**src/sv/pmm_pkg.sv**
```systemverilog
// shared constants and types for the one-mismatch pattern matcher
`timescale 1ns / 1ps
package pmm_pkg;

  // pattern storage and widths
  localparam int MAX_PATTERN = 64;
  localparam int IDX_W       = $clog2(MAX_PATTERN);
  localparam int LEN_W       = $clog2(MAX_PATTERN + 1);
  localparam int CHAR_W      = 8;
  localparam int CNT_W       = 32;
  localparam int MM_W        = 2;

  localparam logic [MM_W-1:0]  MM_SAT  = MM_W'(2);
  localparam logic [CNT_W-1:0] CNT_MAX = {CNT_W{1'b1}};

  // request codes
  localparam logic REQ_LOAD = 1'b0;
  localparam logic REQ_TEXT = 1'b1;

  // configuration port
  localparam int APB_ADDR_W = 3;
  localparam int APB_DATA_W = 32;
  localparam logic REG_PATTERN_LEN = 1'b0;

  // broadcast control seen by every cell of the row
  typedef struct packed {
    logic              load;
    logic              text;
    logic              start;
    logic [CHAR_W-1:0] ch;
    logic [IDX_W-1:0]  idx;
    logic [LEN_W-1:0]  len;
  } pmm_cell_ctrl_t;

  // one result transaction
  typedef struct packed {
    logic              window_full;
    logic              match;
    logic [CNT_W-1:0]  match_start;
    logic [MM_W-1:0]   mismatch_count;
    logic [CNT_W-1:0]  match_total;
  } pmm_result_t;

endpackage

```
**src/sv/pmm_if.sv**
```systemverilog
// valid/ready channel interfaces for input items and results
`timescale 1ns / 1ps
interface pmm_in_if;
  logic                       valid;
  logic                       ready;
  logic                       req_type;
  logic [pmm_pkg::CHAR_W-1:0] char_code;
  logic [pmm_pkg::IDX_W-1:0]  pattern_index;
  logic                       text_start;

  modport source (output valid, req_type, char_code, pattern_index, text_start,
                  input ready);
  modport sink (input valid, req_type, char_code, pattern_index, text_start,
                output ready);
endinterface

interface pmm_out_if;
  logic                      valid;
  logic                      ready;
  logic                      window_full;
  logic                      match;
  logic [pmm_pkg::CNT_W-1:0] match_start;
  logic [pmm_pkg::MM_W-1:0]  mismatch_count;
  logic [pmm_pkg::CNT_W-1:0] match_total;

  modport source (output valid, window_full, match, match_start, mismatch_count,
                  match_total, input ready);
  modport sink (input valid, window_full, match, match_start, mismatch_count,
                match_total, output ready);
endinterface

```
**src/sv/pmm_cell.sv**
```systemverilog
// one cell of the row: a pattern byte and the partial mismatch count of one alignment
`timescale 1ns / 1ps
module pmm_cell (
  input  logic                      clk,
  input  logic                      rst,
  input  logic [pmm_pkg::IDX_W-1:0] cell_idx,
  input  pmm_pkg::pmm_cell_ctrl_t   ctrl,
  input  logic [pmm_pkg::MM_W-1:0]  sum_in,
  output logic [pmm_pkg::MM_W-1:0]  sum_out
);
  import pmm_pkg::*;

  logic [CHAR_W-1:0] pat;
  logic [MM_W-1:0]   pm;
  logic [MM_W-1:0]   base;
  logic              diff;
  logic              in_use;

  // pattern byte, loaded by index
  always_ff @(posedge clk) begin
    if (ctrl.load && ctrl.idx == cell_idx) begin
      pat <= ctrl.ch;
    end
  end

  // count carried on with this position compared, saturating at two
  assign diff = (pat != ctrl.ch);
  assign base = ctrl.start ? '0 : pm;
  assign sum_out = (base == MM_SAT) ? MM_SAT : base + MM_W'(diff);

  assign in_use = ({1'b0, cell_idx} < ctrl.len);

  // count shifts in from the left neighbour; cell zero clears, cells beyond the length hold and clear at a text start
  always_ff @(posedge clk) begin
    if (rst) begin
      pm <= '0;
    end else if (ctrl.text) begin
      if (cell_idx == '0) begin
        pm <= '0;
      end else if (in_use) begin
        pm <= sum_in;
      end else if (ctrl.start) begin
        pm <= '0;
      end
    end
  end

endmodule

```
**src/sv/pmm_cell_row.sv**
```systemverilog
// row of matcher cells and selection of the count that closes the window
`timescale 1ns / 1ps
module pmm_cell_row (
  input  logic                     clk,
  input  logic                     rst,
  input  pmm_pkg::pmm_cell_ctrl_t  ctrl,
  output logic [pmm_pkg::MM_W-1:0] fin
);
  import pmm_pkg::*;

  logic [MM_W-1:0]  sums [MAX_PATTERN];
  logic [IDX_W-1:0] last;

  // chain of cells, each but the first fed by its left neighbour
  for (genvar j = 0; j < MAX_PATTERN; j++) begin : g_cell
    logic [MM_W-1:0] left;
    if (j == 0) begin : g_first
      assign left = '0;
    end else begin : g_rest
      assign left = sums[j-1];
    end
    pmm_cell u_cell (
      .clk      (clk),
      .rst      (rst),
      .cell_idx (IDX_W'(j)),
      .ctrl     (ctrl),
      .sum_in   (left),
      .sum_out  (sums[j])
    );
  end

  // the cell at the last pattern position gives the full-window count
  assign last = IDX_W'(ctrl.len - LEN_W'(1));
  assign fin  = sums[last];

endmodule

```
**src/sv/pmm_out_buf.sv**
```systemverilog
// two-entry result buffer so the input side keeps flowing while a result waits
`timescale 1ns / 1ps
module pmm_out_buf (
  input  logic                 clk,
  input  logic                 rst,
  input  logic                 push,
  input  pmm_pkg::pmm_result_t push_data,
  output logic                 space,
  pmm_out_if.source            result
);
  import pmm_pkg::*;

  pmm_result_t slot [2];
  logic [1:0]  cnt;
  logic        pop;

  assign pop   = result.valid && result.ready;
  assign space = (cnt != 2'd2);

  // occupancy
  always_ff @(posedge clk) begin
    if (rst) begin
      cnt <= '0;
    end else if (push && !pop) begin
      cnt <= cnt + 2'd1;
    end else if (pop && !push) begin
      cnt <= cnt - 2'd1;
    end
  end

  // head is slot 0, the skid entry slot 1
  always_ff @(posedge clk) begin
    if (push && pop) begin
      if (cnt == 2'd1) begin
        slot[0] <= push_data;
      end else begin
        slot[0] <= slot[1];
        slot[1] <= push_data;
      end
    end else if (push) begin
      if (cnt == 2'd0) begin
        slot[0] <= push_data;
      end else begin
        slot[1] <= push_data;
      end
    end else if (pop) begin
      slot[0] <= slot[1];
    end
  end

  assign result.valid          = (cnt != 2'd0);
  assign result.window_full    = slot[0].window_full;
  assign result.match          = slot[0].match;
  assign result.match_start    = slot[0].match_start;
  assign result.mismatch_count = slot[0].mismatch_count;
  assign result.match_total    = slot[0].match_total;

  // occupancy stays within two entries
  a_cnt_range: assert property (@(posedge clk) disable iff (rst) cnt != 2'd3)
    else $error("result buffer occupancy out of range");

  // no push into a full buffer
  a_no_overflow: assert property (@(posedge clk) disable iff (rst)
    (cnt == 2'd2) |-> !push)
    else $error("push into full result buffer");

  // a waiting result leaves only through a pop
  a_hold: assert property (@(posedge clk) disable iff (rst)
    (result.valid && !result.ready) |=> result.valid)
    else $error("result dropped while stalled");

endmodule

```
**src/sv/pattern_match_one_mismatch.sv**
```systemverilog
// top level: one-mismatch pattern matcher with configuration port and counters
// a result is registered in the result buffer when its text transaction is accepted
// throughput: one transaction per cycle, pattern load or text byte, while the result buffer has space
// all cells update together in the cell row; a two-entry result buffer decouples stalls
// reset: pattern length to one, partial counts and counters to zero, buffer empty
// pattern bytes are not cleared by reset and must be loaded before use
`timescale 1ns / 1ps
module pattern_match_one_mismatch (
  input  logic                           clk,
  input  logic                           rst,
  pmm_in_if.sink                         item,
  pmm_out_if.source                      result,
  input  logic                           psel,
  input  logic                           penable,
  input  logic                           pwrite,
  input  logic [pmm_pkg::APB_ADDR_W-1:0] paddr,
  input  logic [pmm_pkg::APB_DATA_W-1:0] pwdata,
  output logic [pmm_pkg::APB_DATA_W-1:0] prdata,
  output logic                           pready
);
  import pmm_pkg::*;

  logic [LEN_W-1:0] pattern_len;
  logic [LEN_W-1:0] len_eff;
  logic             cfg_wr;
  logic             reg_sel;

  logic             accept;
  logic             text;
  logic             space;
  pmm_cell_ctrl_t   ctrl;
  logic [MM_W-1:0]  fin;

  logic [CNT_W-1:0] chars_seen;
  logic [CNT_W-1:0] chars_seen_next;
  logic [CNT_W-1:0] hit_total;
  logic [CNT_W-1:0] hit_total_base;
  logic [CNT_W-1:0] hit_total_next;
  logic             full;
  logic             hit;
  pmm_result_t      res;

  // configuration port
  assign pready  = 1'b1;
  assign reg_sel = paddr[2];
  assign cfg_wr  = psel && penable && pwrite && (reg_sel == REG_PATTERN_LEN);

  always_ff @(posedge clk) begin
    if (rst) begin
      pattern_len <= LEN_W'(1);
    end else if (cfg_wr) begin
      pattern_len <= pwdata[LEN_W-1:0];
    end
  end

  assign prdata = (reg_sel == REG_PATTERN_LEN) ?
                  {{(APB_DATA_W-LEN_W){1'b0}}, pattern_len} : '0;

  // length clamped to the usable range
  always_comb begin
    if (pattern_len == '0) begin
      len_eff = LEN_W'(1);
    end else if (pattern_len > LEN_W'(MAX_PATTERN)) begin
      len_eff = LEN_W'(MAX_PATTERN);
    end else begin
      len_eff = pattern_len;
    end
  end

  // input handshake and broadcast to the cells
  assign item.ready = space;
  assign accept     = item.valid && item.ready;
  assign text       = accept && (item.req_type == REQ_TEXT);

  assign ctrl.load  = accept && (item.req_type == REQ_LOAD);
  assign ctrl.text  = text;
  assign ctrl.start = item.text_start;
  assign ctrl.ch    = item.char_code;
  assign ctrl.idx   = item.pattern_index;
  assign ctrl.len   = len_eff;

  pmm_cell_row u_row (
    .clk  (clk),
    .rst  (rst),
    .ctrl (ctrl),
    .fin  (fin)
  );

  // text position and match counters, both saturating
  always_comb begin
    if (item.text_start) begin
      chars_seen_next = CNT_W'(1);
      hit_total_base  = '0;
    end else begin
      chars_seen_next = (chars_seen == CNT_MAX) ? chars_seen : chars_seen + CNT_W'(1);
      hit_total_base  = hit_total;
    end
    full = (chars_seen_next >= {{(CNT_W-LEN_W){1'b0}}, len_eff});
    hit  = full && (fin != MM_SAT);
    hit_total_next = (hit && hit_total_base != CNT_MAX) ? hit_total_base + CNT_W'(1)
                                                         : hit_total_base;
  end

  always_ff @(posedge clk) begin
    if (rst) begin
      chars_seen <= '0;
      hit_total  <= '0;
    end else if (text) begin
      chars_seen <= chars_seen_next;
      hit_total  <= hit_total_next;
    end
  end

  // result transaction
  assign res.window_full    = full;
  assign res.match          = hit;
  assign res.match_start    = full ? chars_seen_next - {{(CNT_W-LEN_W){1'b0}}, len_eff} : '0;
  assign res.mismatch_count = full ? fin : '0;
  assign res.match_total    = hit_total_next;

  pmm_out_buf u_buf (
    .clk       (clk),
    .rst       (rst),
    .push      (text),
    .push_data (res),
    .space     (space),
    .result    (result)
  );

  // reset leaves a pattern length of one
  a_len_reset: assert property (@(posedge clk) rst |=> pattern_len == LEN_W'(1))
    else $error("pattern length not restored by reset");

  // a match only comes from a full window
  a_match_full: assert property (@(posedge clk) disable iff (rst)
    text && res.match |-> res.window_full)
    else $error("match reported without full window");

  // within one text the match total never falls
  a_total_mono: assert property (@(posedge clk) disable iff (rst)
    (text && !item.text_start) |=> hit_total >= $past(hit_total))
    else $error("match total decreased within a text");

  // the clamped length stays in the usable range
  a_len_range: assert property (@(posedge clk) disable iff (rst)
    len_eff != '0 && len_eff <= LEN_W'(MAX_PATTERN))
    else $error("effective pattern length out of range");

endmodule
```
**src/flat_wrapper.sv**
```systemverilog
// flat-port wrapper written by rule: the top's interface ports become plain ports
module pattern_match_one_mismatch_flat import pmm_pkg::*;
  (clk, rst, psel, penable, pwrite, paddr, pwdata, prdata, pready, item_valid, item_req_type, item_char_code, item_pattern_index, item_text_start, item_ready, result_valid, result_window_full, result_match, result_match_start, result_mismatch_count, result_match_total, result_ready);
  pmm_in_if item_i ();
  pmm_out_if result_i ();
  input  logic clk;
  input  logic rst;
  input  logic psel;
  input  logic penable;
  input  logic pwrite;
  input  logic [pmm_pkg::APB_ADDR_W-1:0] paddr;
  input  logic [pmm_pkg::APB_DATA_W-1:0] pwdata;
  output logic [pmm_pkg::APB_DATA_W-1:0] prdata;
  output logic pready;
  input wire logic [$bits(item_i.valid)-1:0] item_valid;
  input wire logic [$bits(item_i.req_type)-1:0] item_req_type;
  input wire logic [$bits(item_i.char_code)-1:0] item_char_code;
  input wire logic [$bits(item_i.pattern_index)-1:0] item_pattern_index;
  input wire logic [$bits(item_i.text_start)-1:0] item_text_start;
  output wire logic [$bits(item_i.ready)-1:0] item_ready;
  output wire logic [$bits(result_i.valid)-1:0] result_valid;
  output wire logic [$bits(result_i.window_full)-1:0] result_window_full;
  output wire logic [$bits(result_i.match)-1:0] result_match;
  output wire logic [$bits(result_i.match_start)-1:0] result_match_start;
  output wire logic [$bits(result_i.mismatch_count)-1:0] result_mismatch_count;
  output wire logic [$bits(result_i.match_total)-1:0] result_match_total;
  input wire logic [$bits(result_i.ready)-1:0] result_ready;
  assign item_i.valid = item_valid;
  assign item_i.req_type = item_req_type;
  assign item_i.char_code = item_char_code;
  assign item_i.pattern_index = item_pattern_index;
  assign item_i.text_start = item_text_start;
  assign item_ready = item_i.ready;
  assign result_valid = result_i.valid;
  assign result_window_full = result_i.window_full;
  assign result_match = result_i.match;
  assign result_match_start = result_i.match_start;
  assign result_mismatch_count = result_i.mismatch_count;
  assign result_match_total = result_i.match_total;
  assign result_i.ready = result_ready;
  pattern_match_one_mismatch u_core (.clk(clk), .rst(rst), .item(item_i), .result(result_i), .psel(psel), .penable(penable), .pwrite(pwrite), .paddr(paddr), .pwdata(pwdata), .prdata(prdata), .pready(pready));
endmodule
```
**config.mk**
```make
export PLATFORM = sky130hd
export DESIGN_NAME = pattern_match_one_mismatch_flat
export DESIGN_NICKNAME = d
export VERILOG_FILES = /design/src/sv/pmm_pkg.sv /design/src/sv/pmm_if.sv /design/src/sv/pmm_cell.sv /design/src/sv/pmm_cell_row.sv /design/src/sv/pmm_out_buf.sv /design/src/sv/pattern_match_one_mismatch.sv /design/src/flat_wrapper.sv
export SDC_FILE = /design/constraint.sdc
export NUM_CORES = 2
export LEC_CHECK = 0
export BUFFER_PORTS_ARGS = -buffer_cell sky130_fd_sc_hd__buf_2
export CAP_MARGIN = 20
export CORE_MARGIN = 5
export CORE_UTILIZATION = 45
export CTS_CLUSTER_DIAMETER = 120
export DETAILED_ROUTE_END_ITERATION = 10
export PLACE_DENSITY = 0.72
export SLEW_MARGIN = 20
export SYNTH_ARGS = -nofsm -noshare
export SYNTH_HDL_FRONTEND = slang
export SYNTH_SLANG_ARGS = --single-unit
```
**constraint.sdc**
```tcl
create_clock -name clk -period 9.9 [get_ports clk]
set_clock_uncertainty 0.1 [all_clocks]
set_input_delay 1.485 -clock clk [delete_from_list [all_inputs] [get_ports clk]]
set_output_delay 1.485 -clock clk [all_outputs]
set_load 0.01 [all_outputs]
```
==> impl_results.md <==
* Clock-pin slew on the worst setup and hold paths at 0.06 ns
* Critical Path RT at 10.22 ns
* Max Cap Viol at 0
* Arrival time of data at the critical path endpoint at 7.00 ns
* Final number of setup-violating endpoints at 0
* Nature of the critical path endpoint: flip-flop
* Max transition margin at 27.4%
* Number of warning messages in the yosys log at 0
* Transition time of the tightest slew-check pin at 1.09 ns
* Startpoint class of the critical path: flip-flop
* Starting density of the core at 45.4%
* Detailed placer's ending HPWL at 64800 um
* Share of layout cells above drive strength 1 at 9.00%
* PwrDens at 176 nW/um2
* Initial detailed-routing violation count at 2910
* Cell class contributing the biggest share of worst-path delay: simple AND/OR/NAND/NOR gates
* Synth Area per Inst at 10.7 um2
* Static leakage power at 16.7 nW
* Overall die width at 320 um
* Detailed-routing iteration count for the pre-antenna-repair pass at 6
* Peak VDD IR at 0.161 mV
* Post-route total power at 8.33 mW
* Crit path cell chain: nor2b_1 > inv_1 > ha_1 > xnor2_4 > nand2_1 > o311ai_0 > nor3_1 > nor3_1 > a22o_1 > nand2_2 > a31o_2 > a31oi_1
* Post-detailed-route count of antenna-violating nets at 0
* IO Port Bufs at 107
* CTS root buf: sky130_fd_sc_hd__clkbuf_16
* Routability cong. at 0.914
* Number of global-route vias before repair at 28600
* Global-route wire length before repair at 161000 um
* Area added between synthesis and finish at 9.83%
* Number of antenna violations at the first check in global routing at 6
* Hold_buf cts at 0
* Number of synthesized register bits at 847
* Cell with the biggest individual delay on the critical path: sky130_fd_sc_hd__xnor2_4
* Number of levels the H-tree was split into at 3
* CTS tree: done
* Number of resized instances in the post-cts repair step at 0
* Post-synthesis cell type count at 92
* Number of placement rows at 113
* Post-CTS Setup Bufs at 0
* Count of clock tree sinks at 847
* I/O Pins at 161
* Final count of pins violating max slew at 0
* Total GRT Usage at 19.4%
* Setup repair after global routing missed its margin: false
* Most used DFF post-synth: sky130_fd_sc_hd__edfxtp_1
* Outcome: completed
* Cell type with the highest occurrence count on the critical path: sky130_fd_sc_hd__nor3_1
* Asr flop ratio synth at 0%
* Peak clock frequency supported by timing at 150 MHz
* Critical path buffer and inverter count at 1
* Most common library cell in the layout ignoring fill and taps: sky130_fd_sc_hd__edfxtp_1
* Pin count of the biggest net entering global routing at 106
* Final-stage net count at 4167
* Class of the most critical setup path: flip-flop to flip-flop
* Top library cells by usage in the layout, fill and taps aside: 648 x sky130_fd_sc_hd__edfxtp_1, 530 x sky130_fd_sc_hd__xor2_1, 456 x sky130_fd_sc_hd__nand2_1
* Crit-path max FO at 46
* Syn Std Cell Area at 43100 um2
* Total negative slack for setup checks at 0 ns
* Path type of the worst min-delay path: flip-flop to flip-flop
* Largest buffer count on any clock path at 3
* Routed WL per cell at 19.1 um
* Post-synthesis sequential area ratio at 54.4%
* Number of buffers created by CTS at 85
* Core region area at 95000 um2
* Crit-path max cell delay at 0.70 ns
* Final wirelength at 102000 um
* Final count of hold timing violations at 0
* Count of flip-flops with a built-in enable after synthesis at 648
* Vert. Die Dim at 320 um
* Post-route minimum period at 6.69 ns
* Part of the cycle the worst path needs at 67.5%
* Vias post-DR at 30200
* Gate count after technology mapping at 4028
* Via density per instance at 5.63
* Source-to-sink clock delay at the later pin of the worst-skew pair at 0.67 ns
* Number of design rule violations left after detail routing at 0
* Total Die Area at 102000 um2
* Total of fill cells in the finished design at 8297
* Total global routing overflow at 0
worst reg2reg max path: cells and delay by family, from the launching register on:
family	cells	cell delay [ns]
DFF	1	0.65
buffers and inverters	1	0.22
adders and majority gates	1	0.40
xor gates and xnor gates	1	0.71
and+or+nand+nor	5	2.52
AOI/OAI and AO/OA	4	1.86
sequential cells by signal, summed over array words and instances, names as in the netlist:
register / cells
u_core.chars_seen: 32
u_core.hit_total: 32
u_core.pattern_len: 7
u_core.u_buf.cnt: 2
u_core.u_buf.slot: 136
u_core.u_row.g_cell.u_cell.pat: 512
u_core.u_row.g_cell.u_cell.pm: 126
cell families after synthesis:
family                   after synthesis  synth area share [%]
XOR/XNOR                             551                  11.2
buffers and inverters                290                  3.00
adder cells (fa/ha/maj)               80                  2.34
other                                  2                0.0174
multiplexers                         125                  3.30
flip-flops                           847                  54.4
AO/OA/AOI/OAI                        598                  8.46
AND/OR/NAND/NOR                     1535                  17.3
final timing paths:
kind / depth (start not counted) / start / slack, ns / to
worst max-delay path: 12 / u_core.pattern_len[1]$_SDFFE_PP0P_ / 3.21 / u_core.u_buf.slot[0][17]$_DFFE_PP_
worst min-delay path: 2 / u_core.u_row.g_cell[2].u_cell.pm[1]$_SDFFE_PP0P_ / 0.36 / u_core.u_row.g_cell[2].u_cell.pm[1]$_SDFFE_PP0P_
worst min register to register: 2 / u_core.u_row.g_cell[2].u_cell.pm[1]$_SDFFE_PP0P_ / 0.36 / u_core.u_row.g_cell[2].u_cell.pm[1]$_SDFFE_PP0P_
worst max register to register: 12 / u_core.pattern_len[1]$_SDFFE_PP0P_ / 3.21 / u_core.u_buf.slot[0][17]$_DFFE_PP_
Yosys cell counts, types with 35 or more instances:
cell type / n / area share, %
sky130_fd_sc_hd__xor2_1: 530 / 11
sky130_fd_sc_hd__buf_1: 40 / 0.35
sky130_fd_sc_hd__o21ai_0: 178 / 2.1
sky130_fd_sc_hd__nand2b_1: 82 / 1.2
sky130_fd_sc_hd__edfxtp_1: 648 / 45
sky130_fd_sc_hd__clkbuf_1: 150 / 1.3
sky130_fd_sc_hd__nand2_1: 456 / 4.0
sky130_fd_sc_hd__or3_1: 35 / 0.51
sky130_fd_sc_hd__nand3_1: 59 / 0.68
sky130_fd_sc_hd__a31oi_1: 51 / 0.74
sky130_fd_sc_hd__ha_1: 79 / 2.3
sky130_fd_sc_hd__nor2_1: 433 / 3.8
sky130_fd_sc_hd__nor2b_1: 109 / 1.6
sky130_fd_sc_hd__nor3_1: 69 / 0.80
sky130_fd_sc_hd__nor4_1: 143 / 2.1
sky130_fd_sc_hd__dfxtp_1: 199 / 9.2
sky130_fd_sc_hd__a21oi_1: 190 / 2.2
sky130_fd_sc_hd__mux2i_1: 86 / 2.0
sky130_fd_sc_hd__nand4_1: 35 / 0.51
sky130_fd_sc_hd__buf_4: 37 / 0.64
where the power goes:
part	internal [mW]	leakage, nW	switching [mW]	total (mW)
combinational	0.305	7.90	0.729	1.03
sequential	4.08	7.49	0.0549	4.13
clock	1.78	1.33	1.38	3.16
total	6.16	16.7	2.16	8.33
routing by layer:
metal	track usage, %	part of all wire (%)
met5	0	0.013
met4	6.57	3.4
met3	3.12	7.4
met2	30.2	44
met1	27.7	45
area by class of cell:
| cell class | instances | area (um2) | area share, % |
|---|---|---|---|
| Tap cell | 1265 | 1580 | 3.34 |
| Inverter | 29 | 110 | 0.233 |
| Sequential cell | 847 | 23400 | 49.5 |
| Clock buffer | 119 | 2360 | 4.98 |
| Clock inverter | 37 | 373 | 0.787 |
| Timing Repair Buffer | 151 | 953 | 2.01 |
| Antenna cell | 2 | 5.00 | 0.0106 |
| Multi-Input combinational cell | 2915 | 18500 | 39.1 |
through the flow:
stage	cell area [um2]	hold slack, ns	instances	utilization (%)	setup slack [ns]
after global routing	47400	0.396	5364	49.8	2.91
after detailed placement	44600	0.348	5207	47.0	2.83
after global placement	44600	0.347	5207	47.0	2.89
after floorplan	43200	0.332	4052	-	1.73
after CTS	47300	0.356	5363	49.8	3.42
final	47400	0.361	5365	49.8	3.21
(Power assumes the default switching activity.)
